<file path="config.mk">
export PLATFORM = sky130hd
export DESIGN_NAME = dket_scan
export DESIGN_NICKNAME = d
export VERILOG_FILES = /design/src/sv/dket_pkg.sv /design/src/sv/dket_scan.sv
export SDC_FILE = /design/constraint.sdc
export NUM_CORES = 1
export LEC_CHECK = 0
export BUFFER_PORTS_ARGS = -buffer_cell sky130_fd_sc_hd__buf_2
export CAP_MARGIN = 20
export CELL_PAD_IN_SITES_DETAIL_PLACEMENT = 0
export CELL_PAD_IN_SITES_GLOBAL_PLACEMENT = 2
export CORE_AREA = 4 4 344 346
export CTS_BUF_LIST = sky130_fd_sc_hd__clkbuf_16
export CTS_CLUSTER_SIZE = 25
export DETAILED_ROUTE_END_ITERATION = 7
export DIE_AREA = 0 0 348 350
export GPL_TIMING_DRIVEN = 0
export PLACE_DENSITY = 0.4
export SYNTH_ARGS = -nofsm -noshare
export SYNTH_HDL_FRONTEND = slang
export SYNTH_SLANG_ARGS = --single-unit
</file>
<file path="constraint.sdc">
create_clock -name clk -period 36.7 [get_ports clk]
set_input_delay 1.835 -clock clk [delete_from_list [all_inputs] [get_ports clk]]
set_output_delay 1.835 -clock clk [all_outputs]
set_load 0.01 [all_outputs]
</file>
<file path="src/sv/dket_pkg.sv">
// ----------------------------------------------------------------------------
// dket_pkg
// Shared types and codes for the dual-key entity table.
// ----------------------------------------------------------------------------
package dket_pkg;

  localparam int TABLE_ENTRIES_DEF = 64;
  localparam int CFG_AW            = 3;
  localparam int CFG_DW            = 32;

  localparam logic [2:0] REQ_ADD      = 3'd0;
  localparam logic [2:0] REQ_RESTORE  = 3'd1;
  localparam logic [2:0] REQ_REM_ID   = 3'd2;
  localparam logic [2:0] REQ_REM_KEY  = 3'd3;
  localparam logic [2:0] REQ_ZONE     = 3'd4;
  localparam logic [2:0] REQ_LOOK_ID  = 3'd5;
  localparam logic [2:0] REQ_LOOK_KEY = 3'd6;

  localparam logic [2:0] ST_OK        = 3'd0;
  localparam logic [2:0] ST_REJECT    = 3'd1;
  localparam logic [2:0] ST_EXHAUSTED = 3'd2;
  localparam logic [2:0] ST_FULL      = 3'd3;
  localparam logic [2:0] ST_WRAPPED   = 3'd4;

  localparam logic [CFG_AW-3:0] REG_GENERATION = '0;

  typedef struct packed {
    logic [63:0] id;
    logic [63:0] key;
    logic [15:0] profile;
    logic [31:0] zone;
    logic [31:0] generation;
    logic [31:0] flags;
  } rec_t;

  typedef struct packed {
    logic id_hit;
    logic key_hit;
    logic free_hit;
  } hit_t;

endpackage

</file>
<file path="src/sv/dket_scan.sv">
// ----------------------------------------------------------------------------
// dket_scan
// Compare unit: per-slot id and key match, first hits and first free slot.
// ----------------------------------------------------------------------------
module dket_scan #(
  parameter int TABLE_ENTRIES = 64
) (
  input  logic                             clk,
  input  logic                             rst_n,
  input  logic                             clear,
  input  logic                             cmp_en,
  input  logic [$clog2(TABLE_ENTRIES)-1:0] cmp_idx,
  input  logic                             cmp_valid,
  input  dket_pkg::rec_t                   cmp_rec,
  input  logic [63:0]                      id_tgt,
  input  logic [63:0]                      key_tgt,
  output dket_pkg::hit_t                   hits,
  output logic [$clog2(TABLE_ENTRIES)-1:0] id_slot,
  output logic [$clog2(TABLE_ENTRIES)-1:0] key_slot,
  output logic [$clog2(TABLE_ENTRIES)-1:0] free_slot,
  output dket_pkg::rec_t                   id_rec,
  output dket_pkg::rec_t                   key_rec
);
  import dket_pkg::*;

  localparam int IW = $clog2(TABLE_ENTRIES);

  hit_t          hits_r;
  logic [IW-1:0] id_slot_r;
  logic [IW-1:0] key_slot_r;
  logic [IW-1:0] free_slot_r;
  rec_t          id_rec_r;
  rec_t          key_rec_r;
  logic          id_eq;
  logic          key_eq;

  assign id_eq  = cmp_valid && (cmp_rec.id == id_tgt);
  assign key_eq = cmp_valid && (cmp_rec.key == key_tgt);

  always_ff @(posedge clk) begin
    if (!rst_n || clear) begin
      hits_r <= '0;
    end else if (cmp_en) begin
      if (id_eq && !hits_r.id_hit) begin
        hits_r.id_hit <= 1'b1;
      end
      if (key_eq && !hits_r.key_hit) begin
        hits_r.key_hit <= 1'b1;
      end
      if (!cmp_valid && !hits_r.free_hit) begin
        hits_r.free_hit <= 1'b1;
      end
    end
  end

  always_ff @(posedge clk) begin
    if (cmp_en) begin
      if (id_eq && !hits_r.id_hit) begin
        id_slot_r <= cmp_idx;
        id_rec_r  <= cmp_rec;
      end
      if (key_eq && !hits_r.key_hit) begin
        key_slot_r <= cmp_idx;
        key_rec_r  <= cmp_rec;
      end
      if (!cmp_valid && !hits_r.free_hit) begin
        free_slot_r <= cmp_idx;
      end
    end
  end

  assign hits      = hits_r;
  assign id_slot   = id_slot_r;
  assign key_slot  = key_slot_r;
  assign free_slot = free_slot_r;
  assign id_rec    = id_rec_r;
  assign key_rec   = key_rec_r;

endmodule

</file>
=== Word level (Yosys, flattened, before mapping) ===
Index checks and enable logic that the tools add are counted.

* Equal/unequal tests: 2
* Reductions and logical operators: 14

{| class="wikitable"
|+ Operator list
! operator !! count
|-
| $eq 64x64->1 || 2
|-
| $reduce_and 2->1 || 3
|-
| $logic_and 1x1->1 || 5
|-
| $logic_not 1->1 || 5
|-
| $logic_or 1x1->1 || 1
|}

* Register bits: 501
* Output and inout port bits: 501
* Input port bits: 379
* Word-level logic and storage cells: 34

=== Longest topological paths before layout ===
* Depth after elaboration: 4
* Depth in mapped cells: 5
* Mapped depth without buffers: 5

=== Worst setup path after synthesis ===
OpenSTA, ideal clock, no wires.

* Path kind: input to register
* Start point: input port id_tgt[6]
* End point: register id_rec_r, in the netlist id_rec[0] (enable)
* Library setup time: 1.456 ns
* Setup slack: 9.269 ns
* Arrival time: 25.975 ns
* Stages on the path: 5
* Path buffers: 0
* Data required time: 35.244 ns
* Cells stage by stage: xnor2_1 -> nand4_1 -> nor4_1 -> nand2_1 -> nor4_1

* Longest elaborated chain between the ends: 4

{| class="wikitable"
|+ RTL lines
! element !! RTL line !! source
|-
| start, declared || dket_scan.sv:15 || <nowiki>input logic [63:0] id_tgt,</nowiki>
|-
| $eq 64x64->1 || dket_scan.sv:37 || <nowiki>assign id_eq = cmp_valid && (cmp_rec.id == id_tgt);</nowiki>
|-
| $logic_and 1x1->1 || dket_scan.sv:37 ||
|-
| $logic_and 1x1->1 || dket_scan.sv:58 || <nowiki>if (id_eq && !hits_r.id_hit) begin</nowiki>
|-
| $reduce_and 2->1 (no source line) || -- ||
|-
| end signal, assigned || dket_scan.sv:60 || <nowiki>id_rec_r <= cmp_rec;</nowiki>
|-
| end, declared || dket_scan.sv:32 || <nowiki>rec_t id_rec_r;</nowiki>
|}

No other way between the ends.
A chain may end at the register's enable or synchronous reset.

=== Worst setup path in the final report ===
* Start point: input port cmp_rec[190] (netlist name)
* End point: register id_rec_r, in the netlist id_rec[77] (enable)

* Longest elaborated chain between the ends: 4

{| class="wikitable"
|+ RTL lines
! element !! RTL line !! source
|-
| start, declared || dket_scan.sv:14 || <nowiki>input dket_pkg::rec_t cmp_rec,</nowiki>
|-
| $eq 64x64->1 || dket_scan.sv:37 ||
|-
| $logic_and 1x1->1 || dket_scan.sv:37 ||
|-
| $logic_and 1x1->1 || dket_scan.sv:58 ||
|-
| $reduce_and 2->1 (no source line) || -- ||
|}

No other way between the ends.

==> results.md <==
* Weighted congestion reported at the end of routability-driven placement at between 0.7 and 0.8
* Top-area cell type share of the netlist area at between 80% and 90%
* Share of final-layout standard cells stronger than drive strength 1 at a little under three fifths
* Clk buf depth at 3
* Post-detailed-route wirelength per cell at between 20 and 25 um
* Result of the run: completed
* CTS tree: built
* Total I/O pin count at 880
* CTS hold repair buffers at 0
* Antenna violations before repair at 34
* Cell depth of the worst flop-to-flop path at 12
* Row cnt at between 100 and 150
* Final period demand of the worst path at ~5.5 ns
* Pin count of the biggest net entering global routing at 17
* Hold path start: hits[0]
* Path category of the worst min-delay check: register to register
* Syn. warnings at 0
* Vertical die dimension at between 300 and 400 um
* Worst setup slack after placement at ~30 ns
* Sum Neg Setup Slack at 0 ns
* Leak at slightly below 10 nW
* Required time worst endpoint at around 37 ns
* Post-Synthesis Cells at 752
* Setup repair after global routing missed its margin: false
* Achievable frequency at between 150 and 200 MHz
* Final Net Count at 2137
* Type of origin of the critical path: input pin
* Layout Utilization at 22.3%
* Via count of the first global-routing pass at between 10000 and 15000
* Total Routing Usage GR at 11.9%
* Total number of H-tree levels at 2
* Routed wire length at about 76 mm
* Gates resized, CTS repair at 0
* Count of endpoints failing setup in the final report at 0
* Clock buffer count from CTS at 60
* Final period util at between 10 and 15%
* VDD IR-drop max at 0.0351 mV
* Final count of pins violating max slew at 0
* Remaining routing DRC violations at 0
* Synth Cell Area at about 17000 um2
* Most area-consuming cells after synthesis: sky130_fd_sc_hd__edfxtp_1 (89%), sky130_fd_sc_hd__xnor2_1 (5.3%), sky130_fd_sc_hd__nand4_1 (1.6%)
* Std-Cell Core Area at 115000 um2
* Number of cells on the worst hold path at 1
* Worst reg2reg path endpoint: id_rec[77]
* Most used cell, CP: sky130_fd_sc_hd__buf_4
* First-pass GRT wire length at ~100 mm
* Clock Sinks at roughly 500
* Critical path's largest stage delay at slightly below 0.7 ns
* Avg Vias per Cell at 3.33
* Reported max-cap violation count at 0
* Most common library cell in the layout ignoring fill and taps: sky130_fd_sc_hd__buf_2
* Post-layout worst setup margin at approximately 31 ns
* Cell type of the slowest stage on the worst timing path: sky130_fd_sc_hd__nor4_2
* Cell class contributing the biggest share of worst-path delay: buffers and inverters
* Via count at approximately 11000
* Initial cell density of the core at around 15%
* Clock latency on the worst-skew pair at about 0.65 ns
* Filler Cell Count at between 10000 and 15000
* CP Buf/Inv Count at 10
* Number of nets produced by synthesis at 1131
* WHS Endpoint: hits[0]
* Overall die area at around 120000 um2
* Hpwl dp at about 65 mm
* Power per cell area at between 40 and 50 nW/um2
* Worst-margin pin slew at around 0.8 ns
* Mean instance size in the synthesized netlist at around 22 um2
* Largest area contributor in the synthesized netlist: sky130_fd_sc_hd__edfxtp_1
* X dimension of the die at between 300 and 400 um
* Seq cells post-synth at 501
* Count of input and output buffers at between 800 and 900
* Buffers inserted by post-CTS timing repair at 0
* Start-to-end type of the worst setup path: input pin to register
* Most frequent cells in the layout: sky130_fd_sc_hd__buf_2 (879), sky130_fd_sc_hd__edfxtp_1 (498), sky130_fd_sc_hd__xnor2_1 (103), sky130_fd_sc_hd__clkbuf_16 (60), sky130_fd_sc_hd__nand4_1 (43)
* Share of synthesized area occupied by flip-flops and latches at 89.0%
* Max Clock Skew at between 0.03 and 0.04 ns
* Area growth from synthesis to layout at 52.5%
* Clock-pin slew reported for the worst setup and hold paths after clock tree synthesis at roughly 0.060 ns
* Rel. slew slack at 47.7%
* Violation count after the first detailed-route iteration at 545
* Flop-to-flop setup slack at 33.51 ns
* Routed Antenna Nets at 0
* CP endpoint kind: register
* Final Hold Fails at 0
* Cell at the root of the clock tree: sky130_fd_sc_hd__clkbuf_16
* Largest driver fanout on the critical path at 8
* Number of unique standard cell types used by synthesis at 26
* Post-route worst hold slack at between 0.5 and 0.6 ns
* Critical Path AT at just under 6 ns
* Length of the first detailed-routing pass in iterations at 4
* Startpoint of the worst-slack reg-to-reg timing path: hits[2]
* Sum of overflow across all layers after global routing at 0
* Worst-path cell chain: buf_2, xnor2_1, nand4_1, nor4_1, nand2_1, nor4_2, buf_4, buf_4, buf_4, buf_4, buf_6, buf_4, buf_4, buf_6, buf_4
## final cells by class
class	instances	area, um2	area share (%)
sequential	501	15000	58.4
timing repair buffer	944	5010	19.5
tap	1524	1910	7.42
multi-input combinational	247	1860	7.22
clock buffer	60	1500	5.84
clock inverter	51	352	1.37
antenna	22	55.1	0.214
inverter	4	15.0	0.0584
## logic make-up after synthesis
logic type                after synthesis  share of synthesized area [%]
DFF                                   501                           89.0
AOI/OAI and AO/OA                       7                          0.334
xor gates and xnor gates              121                           6.28
and+or+nand+nor                       119                           4.26
buffers and inverters                   4                         0.0890
## power by group
part           switching (W)  total [W]  internal (W)  leakage, nW
clock network       0.000243   0.000560      0.000317        0.946
registers        0.000000105   0.000629      0.000629         4.50
logic              0.0000347  0.0000600     0.0000253         4.32
total               0.000278    0.00125      0.000972         9.77
## worst register-to-register path: stages, from the launching register on
cell and delay, ns:
sky130_fd_sc_hd__dfxtp_1 0.35, sky130_fd_sc_hd__nor2_1 0.16, sky130_fd_sc_hd__nand4_1 0.13, sky130_fd_sc_hd__nor4_2 0.54
sky130_fd_sc_hd__buf_4 0.28, sky130_fd_sc_hd__buf_4 0.17, sky130_fd_sc_hd__buf_4 0.18, sky130_fd_sc_hd__buf_4 0.19
sky130_fd_sc_hd__buf_6 0.16, sky130_fd_sc_hd__buf_4 0.19, sky130_fd_sc_hd__buf_4 0.20, sky130_fd_sc_hd__buf_6 0.16
sky130_fd_sc_hd__buf_4 0.20
## registers in the layout, indices dropped and copies added, names as in the netlist
signal / count
key_rec: 240
free_slot: 6
id_rec: 240
key_slot: 6
hits: 3
id_slot: 6
## how the worst max path moves through the flow
| stage | from | end | slack [ns] | cells past startpoint |
|---|---|---|---|---|
| 2_1_floorplan | id_tgt[6] | id_rec[0] | 9.27 | 5 |
| 3_3_place_gp | cmp_rec[163] | key_rec[13] | -11.03 | 6 |
| 3_5_place_dp | cmp_rec[190] | id_rec[35] | 30.40 | 15 |
| 4_1_cts | cmp_rec[190] | id_rec[35] | 31.09 | 15 |
| 5_1_grt | cmp_rec[190] | id_rec[35] | 30.89 | 15 |
| 6_report | cmp_rec[190] | id_rec[77] | 31.24 | 15 |
## cells in the mapped netlist
cell	instances
sky130_fd_sc_hd__inv_1	4
sky130_fd_sc_hd__o21a_1	1
sky130_fd_sc_hd__dfxtp_1	3
sky130_fd_sc_hd__nand4_1	43
sky130_fd_sc_hd__nor3_1	2
sky130_fd_sc_hd__nor4b_1	2
sky130_fd_sc_hd__nand4b_1	3
sky130_fd_sc_hd__xor2_1	18
sky130_fd_sc_hd__and3_1	1
sky130_fd_sc_hd__a2111oi_0	4
sky130_fd_sc_hd__nor2_1	8
sky130_fd_sc_hd__nand3_1	3
sky130_fd_sc_hd__nand2_1	14
sky130_fd_sc_hd__nor3b_1	1
sky130_fd_sc_hd__nor4bb_1	2
sky130_fd_sc_hd__and4b_1	1
sky130_fd_sc_hd__and2_1	1
sky130_fd_sc_hd__o41ai_1	1
sky130_fd_sc_hd__xnor2_1	103
sky130_fd_sc_hd__and3b_1	1
sky130_fd_sc_hd__or4_1	2
sky130_fd_sc_hd__edfxtp_1	498
sky130_fd_sc_hd__nor4_1	18
sky130_fd_sc_hd__and4_1	2
sky130_fd_sc_hd__nor2b_1	15
sky130_fd_sc_hd__o21ai_1	1
## per-stage QoR
| step | power [W] | instance area (um2) | instances |
|---|---|---|---|
| 4_1_cts | 0.00127 | 25700 | 3331 |
| 3_5_place_dp | 0.000703 | 23800 | 3220 |
| 3_3_place_gp | 0.000702 | 23200 | 3155 |
| 5_1_grt | 0.00131 | 25700 | 3342 |
| 2_1_floorplan | 0.000659 | 16900 | 752 |
| 6_report | 0.00125 | 25700 | 3353 |
## per-layer routing
metal,up-vias,GRT usage [%],part of all wire [%]
met1,5461,12.5,36
met4,18,4.16,2.7
met5,-,0,0.16
met3,116,4.63,8.5
li1,5057,-,-
met2,513,21.5,53
Power figures use the tool's default switching activity.
