[src/sv/dket_ram.sv]
// ----------------------------------------------------------------------------
// dket_ram
// Generic single-write, single-read RAM with registered read data.
// ----------------------------------------------------------------------------
module dket_ram #(
  parameter int WIDTH = 8,
  parameter int DEPTH = 64
) (
  input  logic                     clk,
  input  logic                     we,
  input  logic [$clog2(DEPTH)-1:0] waddr,
  input  logic [WIDTH-1:0]         wdata,
  input  logic [$clog2(DEPTH)-1:0] raddr,
  output logic [WIDTH-1:0]         rdata
);

  logic [WIDTH-1:0] mem [DEPTH];
  logic [WIDTH-1:0] rdata_r;

  always_ff @(posedge clk) begin
    if (we) begin
      mem[waddr] <= wdata;
    end
    rdata_r <= mem[raddr];
  end

  assign rdata = rdata_r;

endmodule

[config.mk]
export PLATFORM = sky130hd
export DESIGN_NAME = dket_ram
export DESIGN_NICKNAME = d
export VERILOG_FILES = /design/src/sv/dket_ram.sv
export SDC_FILE = /design/constraint.sdc
export NUM_CORES = 1
export LEC_CHECK = 0
export BUFFER_PORTS_ARGS = -buffer_cell sky130_fd_sc_hd__buf_4
export CORE_AREA = 4 4 246 248
export CTS_CLUSTER_SIZE = 30
export DETAILED_ROUTE_END_ITERATION = 10
export DIE_AREA = 0 0 250 252
export SLEW_MARGIN = 20
export SYNTH_ARGS = -nofsm -noshare
export SYNTH_HDL_FRONTEND = slang
export SYNTH_SLANG_ARGS = --single-unit
[constraint.sdc]
create_clock -name clk -period 2.3 [get_ports clk]
set_clock_uncertainty 0.15 [all_clocks]
set_input_delay 0.69 -clock clk [delete_from_list [all_inputs] [get_ports clk]]
set_output_delay 0.69 -clock clk [all_outputs]
set_load 0.005 [all_outputs]
# --- Yosys cells after proc, flatten, opt, wreduce, memory -nomap -nowiden ---
# Memory sizes are Yosys's and may differ from the RTL's. A register that Yosys moved wholly into a read port is not among the register bits.
# Cells that the tools add are included.
word_totals:
  ff_bits: 0
  latchBits: 0
  ramBits: 512
  romBits: 0
  input_bits: 22
  out_inout_bits: 8
  wordCells: 3
  n_memories: 1
op_classes:
  add_sub_neg: 0
  multipliers: 0
  n_div: 0
  n_lt_le_gt_ge: 0
  eq_ne: 0
  shifts: 0
  mux: 2
  n_bitwise: 0
  n_reduce_logical: 0
memory_table:
  columns: ["memory", "words", "width", "rd", "rd_ports_with_merged_regs", "wr", "line", "text"]
  rows:
  - ["mem", 64, 8, 1, 1, 1, "17", "logic [WIDTH-1:0] mem [DEPTH];"]
op_table:
  columns: ["cell", "count"]
  rows:
  - ["$mux 1", 2]

# --- Depth between registers and ports, before layout ---
# Gate-level depths: netlist of the first run.
logic_depth:
  ltp_word: 2
  depth_mapped: 9
  depth_no_buf: 5

# --- Worst setup path before layout of the first run ---
# Ideal clock, no wire load.
synth_timing:
  kind: "input to register"
  start: "input port raddr[1]"
  end: "register rdata_r[3] (netlist: rdata[3]), read port of mem"
  setup_ps: 128
  arrival_ps: 2230
  required_ps: 2022
  setup_slack_ps: -208
  cell_stages: 7
  path_buffers: 3
  cell_sequence: "buf_4 buf_2 buf_2 mux4_2 mux4_2 o21ai_1 o41ai_1"
synth_lines:
  columns: ["item", "line", "text"]
  rows:
  - ["start, declared", "13", "input logic [$clog2(DEPTH)-1:0] raddr,"]
  - ["end, declared", "18", "logic [WIDTH-1:0] rdata_r;"]

==> results.yml, run 1 <==
yosys:
  synth_cell_types: 40
  synthCells: 940
  synth-edff-count: 512
  synth-seq-cells: 520
  netlist_area_sq_um: 20200
  syn_area_per_cell_sq_um: 21.5
  synthArstFlopShare_pct: 0
  synthTopCellsByArea: "edfxtp_1, mux4_2, nor2_1, mux2i_1, dfxtp_1"
  ys_warn_count: 0
  synth_area_leader_cell: "edfxtp_1"
  syn-num-nets: 962
  seq_area_frac_synth_pct: 77.0
  synthFlopType: "edfxtp_1"
  synth_top_area_share_pct: 76.2
cells_and_area:
  utilization_pct: 41.6
  n_fill_cell: 5082
  finalNonFillerCells: 1975
  layout_commonest_cell: "edfxtp_1"
  areaGrowthSynthToFinish_pct: 20.7
  nets: 1186
  design_area_sq_um: 24300
  layout_common_cells: "edfxtp_1, buf_4, mux4_2, nor2_1, clkbuf_16"
  final_layout_size_suffix_gt1_share_pct: 35.9
  antenna_cells: 0
setup_path:
  path_class: "in -> reg"
  cp_slowest_cell: "mux4_2"
  startpoint_type: "input port"
  endpoint_kind: "flop"
  crit_required_ns: 2.60
  cp_slowest_stage_delay_ns: 0.50
  worstPathCellList: "clkbuf_8 > buf_12 > buf_12 > mux4_2 > mux4_2 > o21ai_1 > nand2_1"
  r2r_slack_ns: 0.22
  arrival_ns: 2.56
  worstPathMaxFanout: 10
clocking:
  clk_transition_reported_paths_ns: 0.06
  cts_tree: "built"
  htreeDepth: 2
  cts_buffer_depth: 3
  cts_root_buf: "clkbuf_16"
  cts_sinks: 520
  cts_buffers: 51
  clkLatencyLatePin_ns: 0.59
grt:
  grt_use_met2_pct: 24.2
  track_usage_pct: 15.0
  antenna_found_initial: 0
  grt_pass1_vias: 10498
  top_usage_layer: "met2"
  grt.overflow.total: 0
  use_met3_pct: 3.22
  grt_max_degree: 65
  globalRouteMet1Util_pct: 21.1
  grt_pass1_wl_um: 70700
hold_path:
  hold_class: "in -> reg"
floorplanning:
  dieWidth_um: 250
  fp.coreArea_sq_um: 58500
  std_cell_rows: 89
  ios: 30
  initial_core_util_pct: 34.5
  chipHeight_um: 252
  die_area_sq_um: 63000
route:
  ant_nets: 0
  dr_total_vias: 10035
  via_per_inst: 5.08
  wl_per_cell_um: 24.0
  wirelength_um: 47400
  drt_iter0_drc: 951
  drcViolationCount: 0
  first_pass_iters: 5
timing:
  hold_viol: 0
  fin_crit_sh_pct: 98.1
  rsz0062_at_grt: "no"
  slew_viol_final: 0
  fmax_mhz: 443
  worst_slack_ns: 0.0431
  worst_slew_pin_slew_ns: 0.692
  setup_viol: 0
  max_slew_margin_pct: 53.9
  period_minus_slack_ns: 2.26
place:
  dpl_cell_area_sq_um: 22800
  dpl.hpwl_um: 31600
  dp_cells: 1884
  portBuffers: 29
  gp_congestion: 0.840
  place_ws_ns: -0.641
pwr:
  p_leak_nw: 7.93
  power_density_nw_per_um2: 803
  fin_total_pwr_mw: 19.6
  peakVddDrop_mv: 0.772
flow_run:
  drv_cap: 0
status:
  status: "finished clean"
==> cells in the mapped netlist, types with 3 or more instances <==
cell / n
edfxtp_1: 512
mux4_2: 126
nor2_1: 83
mux2i_1: 23
nand2_1: 19
clkbuf_1: 17
nor2b_1: 14
buf_4: 13
mux2_2: 13
nand3_1: 13
buf_2: 11
dfxtp_1: 8
o221ai_1: 8
o22ai_1: 8
nand2b_1: 7
nor3_1: 7
a221oi_1: 6
a211oi_1: 4
buf_1: 4
buf_6: 4
a21oi_1: 3
a22oi_1: 3
nand3b_1: 3
o2111ai_1: 3
o2bb2ai_1: 3
==> final cells by class <==
| class | count | area, sq um | share of cell area [%] |
|---|---|---|---|
| clock buffer | 73 | 1380 | 5.67 |
| clock inverter | 18 | 174 | 0.715 |
| timing repair buffer | 222 | 1930 | 7.95 |
| tap | 773 | 967 | 3.97 |
| multi-input combinational | 369 | 4350 | 17.9 |
| sequential | 520 | 15500 | 63.8 |
==> state kept, by name, summed over array words and instances (netlist names) <==
register,count
rdata,8
mem,512
==> worst max-delay path: cells and delay by family <==
kind,cells,cell delay (ns)
buffers and inverters,3,0.45
and+or+nand+nor,1,0.10
muxes,2,0.99
AOI/OAI and AO/OA,1,0.31
==> final timing paths <==
check                       start               end  cells after the start
max reg2reg  mem[29][6]$_DFFE_PP_  rdata[6]$_DFF_P_                      5
max                      raddr[0]  rdata[7]$_DFF_P_                      7
min reg2reg  mem[30][4]$_DFFE_PP_  rdata[4]$_DFF_P_                      3
min                      raddr[5]  rdata[3]$_DFF_P_                      2
==> cell families after synthesis <==
group	count (synthesis)	share of synthesized area, %
compound gates	54	2.07
simple gates	153	3.39
mux	162	15.9
flops	520	77.0
buf+inv	51	1.57
==> power by group <==
part,internal (mW),leakage (nW),total (mW),switching [mW]
combinational,0.529,2.50,1.17,0.642
clock,4.50,0.750,7.84,3.35
sequential,10.5,4.67,10.5,0.0475
total,15.5,7.93,19.6,4.04
==> per-layer routing <==
metal	up-vias	wire length, um
met4	0	1060
li1	4367	-
met2	278	22500
met1	5336	21000
met5	-	0
met3	54	2800
==> per-stage QoR <==
step | TNS (ns) | hold WS (ns)
2_1_floorplan | -0.528 | 0.576
3_3_place_gp | -4.03 | 0.653
3_5_place_dp | -4.18 | 0.668
4_1_cts | 0 | 0.264
5_1_grt | 0 | 0.280
6_report | 0 | 0.303
==> repair_timing <==
item                                    CTS  global route
gates resized for setup                   1             3
hold buffers                              0             0
endpoints found under the setup margin    1             2
buffers inserted                          0             0
cloned                                    0             0
Power figures use the tool's default switching activity.
==> run 2: changes to the inputs <==
- clock period: 2.3 -> 2.4 ns (I/O delays scaled with it)
==> run 2 against run 1 <==
  * Clock power up 1%
  * Flip-flop and latch count unchanged
  * Clock-buffer cell count down 1
  * Sequential power down 4%
  * Routed wire length down 0.90%
  * Non-clock buffer count down 35
  * Combinational power down 9%
  * Total power down 2.4%
  * Worst hold slack better by 0.090 ns
  * First-iteration DRC count down 19%
  * Critical endpoint is now rdata[1]$_DFF_P_
==> results.yml, run 2 (same netlist as run 1, synthesis figures left out) <==
setup_path:
  r2r_cells: 5
  arrival_ns: 2.56
  cp_slowest_cell: "mux4_2"
  worstPathMaxFanout: 25
  critPathMostFrequentCell: "mux4_2"
  cp_slowest_stage_delay_ns: 0.59
  startpoint_type: "input port"
  endpoint_kind: "flop"
  crit_required_ns: 2.70
  path_class: "in -> reg"
  worstPathCellList: "clkbuf_8 > buf_12 > mux4_2 > mux4_2 > nor2_1 > nor3_1 > o2bb2ai_1"
pwr:
  p_leak_nw: 7.81
  peakVddDrop_mv: 0.450
  power_density_nw_per_um2: 790
floorplanning:
  dieWidth_um: 250
  std_cell_rows: 89
  die_area_sq_um: 63000
  initial_core_util_pct: 34.5
  fp.coreArea_sq_um: 58500
  ios: 30
  chipHeight_um: 252
grt:
  grt_max_degree: 65
  grt_pass1_vias: 10342
  track_usage_pct: 14.9
  grt_pass1_wl_um: 69700
  antenna_found_initial: 3
  grt.overflow.total: 0
clocking:
  cts_setup_buffers: 0
  cts_root_buf: "clkbuf_16"
  clk_transition_reported_paths_ns: 0.06
  cts_buffers: 51
  cts_buffer_depth: 3
  htreeDepth: 2
  cts_tree: "built"
  clkLatencyLatePin_ns: 0.58
  cts_sinks: 520
hold_path:
  hold_depth: 3
  hold_class: "in -> reg"
route:
  drt_iter0_drc: 774
  wirelength_um: 47000
  dr_total_vias: 9948
  drcViolationCount: 0
  via_per_inst: 5.12
  wl_per_cell_um: 24.2
  ant_nets: 0
  first_pass_iters: 4
timing:
  period_minus_slack_ns: 2.26
  worst_slack_ns: 0.138
  hold_viol: 0
  fmax_mhz: 442
  slew_viol_final: 0
  max_slew_margin_pct: 50.8
  rsz0062_at_grt: "no"
  setup_viol: 0
  fin_crit_sh_pct: 94.2
  worst_slew_pin_slew_ns: 0.738
cells_and_area:
  nets: 1151
  largest_reg_flops: 512
  layout_commonest_cell: "edfxtp_1"
  regMostFlops: "mem"
  finalNonFillerCells: 1944
  layout_common_cells: "edfxtp_1, buf_4, mux4_2, nor2_1, clkbuf_16"
  areaGrowthSynthToFinish_pct: 19.7
  final_layout_size_suffix_gt1_share_pct: 34.7
status:
  status: "finished clean"
place:
  portBuffers: 29
  gp_congestion: 0.766
  place_ws_ns: -0.544
  dpl.hpwl_um: 30600
  dp_cells: 1849
flow_run:
  drv_cap: 0
[run 2: layout make-up]
cell class,count,area (sq um)
multi-input combinational,369,4330
fill,5100,34300
sequential,520,15500
clock buffer,72,1490
tap,773,967
timing repair buffer,187,1620
antenna,1,2.50
clock inverter,22,203
[run 2: path summary, 6_finish.rpt]
| check | startpoint | to | slack [ns] |
|---|---|---|---|
| max | raddr[0] | rdata[1]$_DFF_P_ | 0.14 |
| min reg2reg | mem[26][6]$_DFFE_PP_ | rdata[6]$_DFF_P_ | 0.71 |
| max reg2reg | mem[47][1]$_DFFE_PP_ | rdata[1]$_DFF_P_ | 0.30 |
| min | raddr[5] | rdata[2]$_DFF_P_ | 0.39 |
[run 2: what timing repair did]
item	in CTS	in global routing
hold buffers	0	0
resized for setup	0	3
endpoints found under the setup margin	0	2
[run 2: report_power, final]
part / switching [mW] / internal, mW / leakage (nW)
Clock: 3.21 / 4.73 / 0.834
Sequential: 0.0337 / 10.1 / 4.67
Combinational: 0.596 / 0.467 / 2.31
[run 2: through the flow]
stage	power [mW]	utilization [%]	area (sq um)	setup TNS [ns]	hold WS, ns
CTS	19.3	41.3	24100	0	0.352
floorplan	10.8	-	20200	-0.0451	0.568
finish	19.1	41.3	24100	0	0.392
detailed placement	11.4	38.4	22400	-3.50	0.692
global route	19.8	41.3	24100	0	0.381
global placement	11.3	38.4	22400	-3.45	0.641
[run 2: critical path, delay by kind of cell]
family          cells  cell delay, ns
compound gates      1            0.14
simple gates        2            0.25
mux                 2            1.08
buf+inv             2            0.38
[run 2: per-layer routing]
layer | part of all wire, % | global-route usage [%] | vias to the layer above
li1 | - | - | 4312
met1 | 42 | 20.5 | 5270
met2 | 49 | 24.7 | 295
met3 | 6.0 | 2.77 | 67
met4 | 2.1 | 4.01 | 4
met5 | 0.057 | 0 | -
==> run 3: changes to the inputs <==
- RECOVER_POWER: default -> 100
- clock period: 2.4 -> 2.15 ns (I/O delays scaled with it)
==> run 3 against run 2 <==
  * The flow now finishes with violations (max-capacitance violations, max-slew violations)
  * Critical path depth down 1
  * Register-to-register slack worse by 0.19 ns
  * Critical endpoint is now mem[7][4]$_DFFE_PP_
  * Worst setup slack worse by 0.098 ns
  * Final area up 0.16%
  * Non-clock buffer count up 30
  * Die area unchanged
  * Sequential power up 12%
  * Clock power up 13%
  * Routed wire length down 1.1%
  * Utilization up 0.066 points
  * Combinational power up 15%
  * Sequential share of layout area down 0.10 points
==> results.yml, run 3 (same netlist as run 1, synthesis figures left out) <==
pwr:
  clkPwrFrac_pct: 41.9
  p_comb_share_pct: 5.7
  power_density_nw_per_um2: 889
  switching_share_pct: 20.6
  internal_power_mw: 17.1
  p_sw_mw: 4.42
  power_frac_seq_pct: 52.4
  p_leak_nw: 7.77
  peakVddDrop_mv: 0.623
floorplanning:
  chipHeight_um: 252
  dieWidth_um: 250
  std_cell_rows: 89
  die_area_sq_um: 63000
  initial_core_util_pct: 34.5
  ios: 30
  fp.coreArea_sq_um: 58500
clocking:
  clkLatencyLatePin_ns: 0.59
  cts_buffer_depth: 3
  cts_sinks: 520
  clk_transition_reported_paths_ns: 0.06
  htreeDepth: 2
  cts_setup_buffers: 0
  cts_root_buf: "clkbuf_16"
  cts_buffers: 54
  cts_tree: "built"
setup_path:
  path_buf_inv: 4
  worstPathCellList: "clkbuf_1 > clkbuf_1 > nand4_1 > clkbuf_1 > nor2_1 > clkbuf_1"
  crit_required_ns: 2.22
  startpoint_type: "input port"
  worstPathMaxFanout: 8
  critPathMostFrequentCell: "clkbuf_1"
  arrival_ns: 2.18
  cp_slowest_cell: "clkbuf_1"
  cp_top_family: "buffers and inverters"
  endpoint_kind: "flop"
  cp_slowest_stage_delay_ns: 0.46
  path_class: "in -> reg"
timing:
  fin_crit_sh_pct: 98.2
  setup_viol: 0
  hold_ws_ns: 0.251
  worst_slew_pin_slew_ns: 1.61
  fmax_mhz: 474
  max_slew_margin_pct: -7.51
  period_minus_slack_ns: 2.11
  hold_viol: 0
  rsz0062_at_grt: "no"
  slew_viol_final: 30
cells_and_area:
  regMostFlops: "mem"
  final_layout_size_suffix_gt1_share_pct: 31.4
  layout_commonest_cell: "edfxtp_1"
  nets: 1184
  largest_reg_flops: 512
  areaGrowthSynthToFinish_pct: 19.9
  layout_common_cells: "edfxtp_1, mux4_2, nor2_1, buf_4, clkbuf_1"
  design_area_sq_um: 24200
route:
  wirelength_um: 46500
  via_per_inst: 5.06
  wl_per_cell_um: 23.5
  drt_iter0_drc: 926
  drcViolationCount: 0
  dr_total_vias: 10018
  first_pass_iters: 6
  ant_nets: 0
status:
  status: "finished with violations"
  violations: "max-capacitance violations, max-slew violations"
grt:
  track_usage_pct: 14.6
  grt.overflow.total: 0
  grt_max_degree: 65
  grt_pass1_wl_um: 68600
  antenna_found_initial: 1
  grt_pass1_vias: 10280
place:
  dpl.hpwl_um: 30200
  gp_congestion: 0.803
  portBuffers: 29
  dpl_cell_area_sq_um: 23000
flow_run:
  drv_cap: 1
hold_path:
  hold_class: "in -> reg"
## run 3: worst paths after layout
| kind | depth (start not counted) | to | slack [ns] | start |
|---|---|---|---|---|
| worst max-delay path | 6 | mem[7][4]$_DFFE_PP_ | 0.04 | waddr[0] |
| worst min-delay path | 2 | rdata[3]$_DFF_P_ | 0.25 | raddr[5] |
| worst max register to register | 5 | rdata[4]$_DFF_P_ | 0.11 | mem[28][4]$_DFFE_PP_ |
| worst min register to register | 3 | rdata[4]$_DFF_P_ | 0.71 | mem[31][4]$_DFFE_PP_ |
## run 3: worst register-to-register path, delay by kind of cell (launching register included)
family | cells | cell delay, ns
compound gates | 2 | 0.41
mux | 2 | 0.77
flops | 1 | 0.36
simple gates | 1 | 0.22
## run 3: metal layers
metal | GRT usage [%] | vias to the layer above | wire length, um
met5 | 0 | - | 0
met4 | 4.76 | 0 | 1310
met3 | 3.07 | 70 | 2990
met2 | 23.2 | 316 | 22300
met1 | 20.4 | 5252 | 19900
li1 | - | 4380 | -
## run 3: power by group through the flow
stage / clock network (mW) / registers [mW] / logic [mW]
global route: 9.73 / 11.3 / 1.31
detailed placement: 0 / 11.5 / 1.26
floorplan: 0 / 11.5 / 0.620
CTS: 9.21 / 11.3 / 1.27
global placement: 0 / 11.5 / 1.24
finish: 9.01 / 11.3 / 1.22
## run 3: layout make-up
cell class | count | area [sq um]
Antenna cell | 1 | 2.50
Clock buffer | 71 | 1480
Clock inverter | 27 | 239
Fill cell | 5147 | 34300
Multi-Input combinational cell | 369 | 4390
Sequential cell | 520 | 15500
Tap cell | 773 | 967
Timing Repair Buffer | 217 | 1570
## run 3: metrics by stage
step	setup WS [ns]	TNS [ns]	utilization (%)	total power, mW	cells
after global routing	0.00914	0	41.4	22.3	1977
final	0.0397	0	41.4	21.5	1978
after floorplan	-0.193	-19.60	-	12.1	940
after detailed placement	-0.956	-9.09	39.3	12.7	1878
after CTS	-0.0382	-0.151	42.3	21.7	1976
after global placement	-1.07	-7.08	39.3	12.7	1878
## run 3: timing repair
action,4_1_cts,5_1_grt
resized for setup,6,11
endpoints found under the setup margin,8,8
gates cloned,0,1
hold buffers,0,0
